### config.mk
export PLATFORM = sky130hd
export DESIGN_NAME = lifo_stack_unique_keys
export DESIGN_NICKNAME = d
export VERILOG_FILES = /design/src/design/lsuk_pkg.sv /design/src/design/lsuk_cell.sv /design/src/design/lifo_stack_unique_keys.sv
export SDC_FILE = /design/constraint.sdc
export NUM_CORES = 2
export LEC_CHECK = 0
export BUFFER_PORTS_ARGS = -buffer_cell sky130_fd_sc_hd__buf_2
export CORE_MARGIN = 3
export CORE_UTILIZATION = 35
export DETAILED_ROUTE_END_ITERATION = 8
export PLACE_DENSITY = 0.55
export SETUP_SLACK_MARGIN = 0.05
export SLEW_MARGIN = 20
export SYNTH_ARGS = -nofsm -noshare
export SYNTH_HDL_FRONTEND = slang
export SYNTH_HIERARCHICAL = 1
export SYNTH_SLANG_ARGS = --single-unit
### constraint.sdc
create_clock -name clk -period 8.9 [get_ports clk]
set_input_delay 0.445 -clock clk [delete_from_list [all_inputs] [get_ports clk]]
set_output_delay 0.445 -clock clk [all_outputs]
set_load 0.05 [all_outputs]
### src/design/lsuk_pkg.sv
// types and codes shared by the unique-key lifo stack
// no dependencies
package lsuk_pkg;

	localparam int unsigned STACK_DEPTH = 16;
	localparam int unsigned KEY_W       = 32;
	localparam int unsigned VAL_W       = 32;

	localparam logic [1:0] OP_PUSH = 2'd0;
	localparam logic [1:0] OP_POP  = 2'd1;
	localparam logic [1:0] OP_PEEK = 2'd2;

	localparam logic [1:0] ST_OK    = 2'd0;
	localparam logic [1:0] ST_DUP   = 2'd1;
	localparam logic [1:0] ST_EMPTY = 2'd2;
	localparam logic [1:0] ST_FULL  = 2'd3;

	typedef struct packed {
		logic [1:0]        opcode;
		logic signed [31:0] in_key;
		logic signed [31:0] in_value;
	} req_t;

	typedef struct packed {
		logic [1:0]         status;
		logic signed [31:0] out_key;
		logic signed [31:0] out_value;
		logic               is_empty;
		logic [4:0]         entry_count;
	} rsp_t;

	// per-cell control from the stack controller
	typedef struct packed {
		logic push;
		logic pop;
		logic in_use;
	} cell_ctl_t;

endpackage

### src/design/lsuk_cell.sv
// one stack cell: holds a key/value entry, shifts with its neighbours
// depends on lsuk_pkg
module lsuk_cell (
	input  logic                          clk,
	input  lsuk_pkg::cell_ctl_t           ctl,
	input  logic [lsuk_pkg::KEY_W-1:0]    probe_key,
	input  logic [lsuk_pkg::KEY_W-1:0]    above_key,
	input  logic [lsuk_pkg::VAL_W-1:0]    above_val,
	input  logic [lsuk_pkg::KEY_W-1:0]    below_key,
	input  logic [lsuk_pkg::VAL_W-1:0]    below_val,
	output logic [lsuk_pkg::KEY_W-1:0]    key_q,
	output logic [lsuk_pkg::VAL_W-1:0]    val_q,
	output logic                          match
);

	always_ff @(posedge clk) begin
		if (ctl.push) begin
			key_q <= above_key;
			val_q <= above_val;
		end else if (ctl.pop) begin
			key_q <= below_key;
			val_q <= below_val;
		end
	end

	assign match = ctl.in_use && (key_q == probe_key);

endmodule

### src/design/lifo_stack_unique_keys.sv
// top level of the unique-key lifo stack: controller, cell chain, result register
// depends on lsuk_pkg and lsuk_cell
//
// A last-in-first-out stack of key/value entries kept in a chain of cells, cell 0
// holding the top entry. A push shifts every entry one cell down and writes the new
// entry into cell 0; a pop shifts every entry one cell up. Each cell compares its own
// key against the incoming key at the same time, so the duplicate check covers every
// cell at once however deep the stack is. Every operation gives exactly one result in
// the result register, in the cycle after the request transfer. A new
// request is taken every cycle as long as the result side takes its transfers; while
// a result is held up by rsp_stall, req_stall is raised. The path that sets the clock
// is the key compare in every cell, the or of all matches and the shift enable back
// into the chain. A duplicate key is refused before a full stack, pop and peek on an
// empty stack report empty, and an unused opcode returns ok with the current count.
// entry_count shows the count modulo 32.
module lifo_stack_unique_keys #(
	parameter int unsigned StackDepth = lsuk_pkg::STACK_DEPTH
) (
	input  logic           clk,
	input  logic           arst_n,
	input  lsuk_pkg::req_t req,
	input  logic           req_valid,
	output logic           req_stall,
	output lsuk_pkg::rsp_t rsp,
	output logic           rsp_valid,
	input  logic           rsp_stall
);

	localparam int unsigned CountW = $clog2(StackDepth + 1);

	// fill level and result register
	logic [CountW-1:0] fill_q;
	logic              rsp_valid_q;
	lsuk_pkg::rsp_t    rsp_q;

	// chain wiring
	logic [lsuk_pkg::KEY_W-1:0] cell_key [StackDepth];
	logic [lsuk_pkg::VAL_W-1:0] cell_val [StackDepth];
	logic [StackDepth-1:0]      cell_match;
	lsuk_pkg::cell_ctl_t        cell_ctl [StackDepth];

	logic              accept;
	logic              is_push;
	logic              is_pop;
	logic              is_peek;
	logic              dup;
	logic              full;
	logic              empty;
	logic              push_ok;
	logic              pop_ok;
	logic [CountW-1:0] fill_next;
	logic [CountW+4:0] count_ext;
	lsuk_pkg::rsp_t    rsp_next;

	// hold requests only while a finished result waits
	assign req_stall = rsp_valid_q && rsp_stall;
	assign accept    = req_valid && !req_stall;

	assign is_push = (req.opcode == lsuk_pkg::OP_PUSH);
	assign is_pop  = (req.opcode == lsuk_pkg::OP_POP);
	assign is_peek = (req.opcode == lsuk_pkg::OP_PEEK);

	assign dup     = |cell_match;
	assign full    = (fill_q == CountW'(StackDepth));
	assign empty   = (fill_q == '0);
	assign push_ok = accept && is_push && !dup && !full;
	assign pop_ok  = accept && is_pop && !empty;

	// chain of cells, cell 0 is the top of the stack
	for (genvar i = 0; i < StackDepth; i++) begin : g_cell
		logic [lsuk_pkg::KEY_W-1:0] up_key;
		logic [lsuk_pkg::VAL_W-1:0] up_val;
		logic [lsuk_pkg::KEY_W-1:0] dn_key;
		logic [lsuk_pkg::VAL_W-1:0] dn_val;

		if (i == 0) begin : g_top
			assign up_key = req.in_key;
			assign up_val = req.in_value;
		end else begin : g_mid
			assign up_key = cell_key[i-1];
			assign up_val = cell_val[i-1];
		end

		if (i == StackDepth - 1) begin : g_bottom
			// nothing below the last cell, the vacated entry is never read
			assign dn_key = cell_key[i];
			assign dn_val = cell_val[i];
		end else begin : g_inner
			assign dn_key = cell_key[i+1];
			assign dn_val = cell_val[i+1];
		end

		assign cell_ctl[i].push   = push_ok;
		assign cell_ctl[i].pop    = pop_ok;
		assign cell_ctl[i].in_use = (CountW'(i) < fill_q);

		lsuk_cell u_cell (
			.clk       (clk),
			.ctl       (cell_ctl[i]),
			.probe_key (req.in_key),
			.above_key (up_key),
			.above_val (up_val),
			.below_key (dn_key),
			.below_val (dn_val),
			.key_q     (cell_key[i]),
			.val_q     (cell_val[i]),
			.match     (cell_match[i])
		);
	end

	// fill level after this operation
	always_comb begin
		fill_next = fill_q;
		if (push_ok) begin
			fill_next = fill_q + CountW'(1);
		end else if (pop_ok) begin
			fill_next = fill_q - CountW'(1);
		end
	end

	// count shown modulo 32
	assign count_ext = {5'b0, fill_next};

	always_comb begin
		rsp_next             = '0;
		rsp_next.status      = lsuk_pkg::ST_OK;
		rsp_next.is_empty    = (fill_next == '0);
		rsp_next.entry_count = count_ext[4:0];
		if (is_push) begin
			if (dup) begin
				rsp_next.status = lsuk_pkg::ST_DUP;
			end else if (full) begin
				rsp_next.status = lsuk_pkg::ST_FULL;
			end
		end else if (is_pop || is_peek) begin
			if (empty) begin
				rsp_next.status = lsuk_pkg::ST_EMPTY;
			end else begin
				rsp_next.out_key   = cell_key[0];
				rsp_next.out_value = cell_val[0];
			end
		end
	end

	always_ff @(posedge clk or negedge arst_n) begin
		if (!arst_n) begin
			fill_q      <= '0;
			rsp_valid_q <= 1'b0;
		end else begin
			fill_q <= fill_next;
			if (accept) begin
				rsp_valid_q <= 1'b1;
			end else if (!rsp_stall) begin
				rsp_valid_q <= 1'b0;
			end
		end
	end

	// result payload, loaded on every request transfer
	always_ff @(posedge clk) begin
		if (accept) begin
			rsp_q <= rsp_next;
		end
	end

	assign rsp       = rsp_q;
	assign rsp_valid = rsp_valid_q;

`ifndef ASSERT_OFF
	// fill level stays within the chain
	a_fill_range: assert property (@(posedge clk) disable iff (!arst_n)
		fill_q <= CountW'(StackDepth))
		else $error("fill level beyond stack depth");

	// a taken result with no new request leaves the result register empty
	a_rsp_drain: assert property (@(posedge clk) disable iff (!arst_n)
		(rsp_valid && !rsp_stall && !(req_valid && !req_stall)) |=> !rsp_valid)
		else $error("result shown twice");

	// a pop on a non-empty stack lowers the count by one
	a_pop_count: assert property (@(posedge clk) disable iff (!arst_n)
		(req_valid && !req_stall && req.opcode == lsuk_pkg::OP_POP && fill_q != '0)
		|=> fill_q == $past(fill_q) - CountW'(1))
		else $error("pop did not lower the count");

	// the shown empty flag matches the stored fill level
	a_empty_flag: assert property (@(posedge clk) disable iff (!arst_n)
		rsp_valid |-> (rsp.is_empty == (fill_q == '0)))
		else $error("empty flag out of step with fill level");
`endif

endmodule

==> flow_summary.json <==
{
  "ant_nets": 0,
  "yosys_most_used_dff": "edfxtp_1",
  "cellLeakagePower_nw": 16.47,
  "critPathArrivalTime_ps": 5930,
  "synth_common_cells": "1,096 x edfxtp_1, 1,024 x mux2_2, 496 x xor2_1",
  "fin_nets": 3413,
  "timing.setup.tns_ps": 0,
  "setup_viol": 0,
  "drive_gt1_share_pct": 40.83,
  "power.share.clock_pct": 40.2,
  "synth_top_area_share_pct": 63.07,
  "num_vias": 27035,
  "cp_data_required_time_ps": 9380,
  "place_congestion": 0.7972,
  "crit_slowest_cell": "nor4_1",
  "hold_violations": 0,
  "p_sw_w": 0.003132,
  "area_growth_pct": 13.15,
  "coreArea_sq_mm": 0.1478,
  "synth_edf_count": 1096,
  "max_stage_delay_ps": 730,
  "routed_wirelength_mm": 127.8,
  "portBuffers": 143,
  "slew_viol_final": 0,
  "ir_worst_vdd_v": 0.0001469,
  "overflow": 0,
  "antenna_found_initial": 4,
  "cts_sinks": 1102,
  "htreeDepth": 4,
  "avgSynthCellArea_sq_um": 16.67,
  "grt_usage_pct": 16.50,
  "synth_cells": 3130,
  "ys_ff_latch": 1102,
  "hpwl_mm": 81.59,
  "crit_path_start_kind": "flop",
  "rsz0062_at_grt": "no",
  "die_w_um": 392.1,
  "synth_seq_area_share_pct": 63.36,
  "worstSkewPairLatency_ps": 750,
  "max_freq_ghz": 0.1836,
  "syn-num-nets": 3206,
  "intPower_w": 0.009144,
  "hold_ws_ps": 68.33,
  "wire_per_inst_um": 23.82,
  "die_h_um": 392.1,
  "min_period_ps": 5446,
  "power_density_mw_per_mm2": 207.9,
  "synth_cell_type_count": 42,
  "hp-start": "rsp_stall",
  "hold_path_class": "in -> reg",
  "start_util_pct": 35.29,
  "pwr-share-seq_pct": 50.0,
  "vias_per_cell": 5.039,
  "async_reset_ff_share_pct": 0.5445,
  "r2r_start": "fill_q[0]",
  "cp.buffers_inverters": 2,
  "crit_path_start": "fill_q[0]",
  "synth_top_area_cell": "edfxtp_1",
  "clk_pin_slew_ps": 60,
  "synthTopCellsByArea": "edfxtp_1 63%, mux2_2 22%, xor2_1 8.3%, nor4_1 1.4%, buf_4 1.2%",
  "timing.max_cap.violations": 0,
  "grt_pass1_vias": 29213,
  "grt_max_degree": 192,
  "dieArea_sq_mm": 0.1538,
  "yosys.cell_count.top_type": "edfxtp_1",
  "path_cells": "nor2_1 > o21ai_0 > nand3_1 > nor3_2 > nor4_1 > nand4_1 > nor2_4 > buf_12 > buf_12 > mux2_2",
  "endpoint_kind": "flop",
  "path_class": "reg -> reg",
  "rows": 141,
  "cts_resized": 0,
  "cts_tree": "built",
  "drtIter0Drc": 1827,
  "finalCritPeriodShare_pct": 61.19,
  "crit_top_cell": "buf_12",
  "cts_buffers": 130,
  "p_sw_share_pct": 25.51,
  "finClkSkew_ps": 22.24,
  "critical_path.top_delay_family": "simple AND/OR/NAND/NOR gates",
  "dr.pass1.iters": 5,
  "p_comb_share_pct": 9.7,
  "synth_area_sq_mm": 0.05218,
  "ys_warn_count": 6,
  "fill_cells": 13765,
  "cts_max_path_buffers": 3,
  "crit_fanout": 191,
  "r2r_setup_slack_ps": 3450,
  "drcViolationCount": 0,
  "status": "finished, final reports clean",
  "io-pin-count": 144,
  "ctsRootBufferMaster": "clkbuf_16",
  "tightest_slew_ps": 1335,
  "grt_first_pass_wirelength_mm": 191.6,
  "max_slew_margin_pct": 10.97
}
==> final cells by class <==
| cell class | instances | area [sq um] | area share [%] |
|---|---|---|---|
| well taps | 1930 | 2415 | 4.090 |
| inverters | 9 | 33.78 | 0.05722 |
| flip-flops and latches | 1102 | 33060 | 56.00 |
| clock buffers | 167 | 3423 | 5.798 |
| diodes | 1 | 2.502 | 0.004238 |
| repair buffers | 207 | 1314 | 2.225 |
| clock inverters | 62 | 473.0 | 0.8011 |
| multi-input cells | 1887 | 18320 | 31.03 |
==> flip-flops by register name, summed over array words and instances, names as in the netlist <==
signal / cells
rsp: 72
fill_q: 5
g_cell.u_cell/val_q: 512
rsp_valid: 1
g_cell.u_cell/key_q: 512
==> power groups by stage <==
stage	Sequential, W	Clock [W]	Combinational (W)
final	0.00614	0.00494	0.00119
after global routing	0.00617	0.00531	0.00129
after CTS	0.00615	0.00511	0.00121
after detailed placement	0.00625	0	0.00119
after global placement	0.00625	0	0.00119
after floorplan	0.00629	0	0.000678
==> cell families after synthesis <==
logic type	Yosys count	share of synthesized area [%]
AOI/OAI and AO/OA	23	0.2973
xor gates and xnor gates	515	8.644
adders and majority gates	6	0.1439
buffers and inverters	141	1.683
DFF	1102	63.36
muxes	1025	22.12
and+or+nand+nor	318	3.750
==> per-layer routing <==
layer / vias up / share of wire (%) / track usage [%]
met5: - / 0 / 0
met4: 0 / 2.0 / 4.297
met3: 147 / 2.7 / 2.373
met2: 408 / 49 / 27.88
met1: 13995 / 46 / 22.22
li1: 12485 / - / -
==> tightest hold or removal path, stage by stage <==
cell,delay [ps]
buf_2,110
and2_1,130
or2_2,100
==> placed cells by master, fill, tap and decap left out, types with 19 or more instances in the layout <==
cell           count
clkbuf_1          35
edfxtp_1        1096
mux2_2          1024
nand3_1           37
and3_1            67
xnor2_1           19
buf_2            143
clkbuf_16        131
dlygate4sd3_1     32
clkinv_1          33
buf_4             29
xor2_1           496
nor4_1           113
==> stage by stage <==
step	cell area [sq um]	std cells	worst slack (ps)	power [W]	util, %
finish	59040	5365	3454	0.01228	39.94
global route	59040	5364	3168	0.01276	39.93
CTS	59040	5364	3443	0.01247	39.93
detailed placement	54820	5103	3041	0.007448	37.08
global placement	54800	5103	2978	0.007448	37.07
floorplan	52180	3130	1288	0.006964	-
==> final timing paths <==
path,endpoint,depth (start not counted)
min reg2reg,g_cell[13].u_cell/val_q[25],1
max,g_cell[12].u_cell/val_q[24],10
min in group asynchronous,fill_q[0],2
max in group asynchronous,fill_q[2],2
min,rsp_valid,3
max reg2reg,g_cell[12].u_cell/val_q[24],10
==> what timing repair did <==
| action | 4_1_cts | 5_1_grt |
|---|---|---|
| buffers inserted | 0 | 0 |
| setup endpoints to repair | 0 | 0 |
| hold buffers | 32 | 0 |
| endpoints found under the hold margin | 37 | 0 |
No activity file was read; power rests on OpenSTA's default activity.
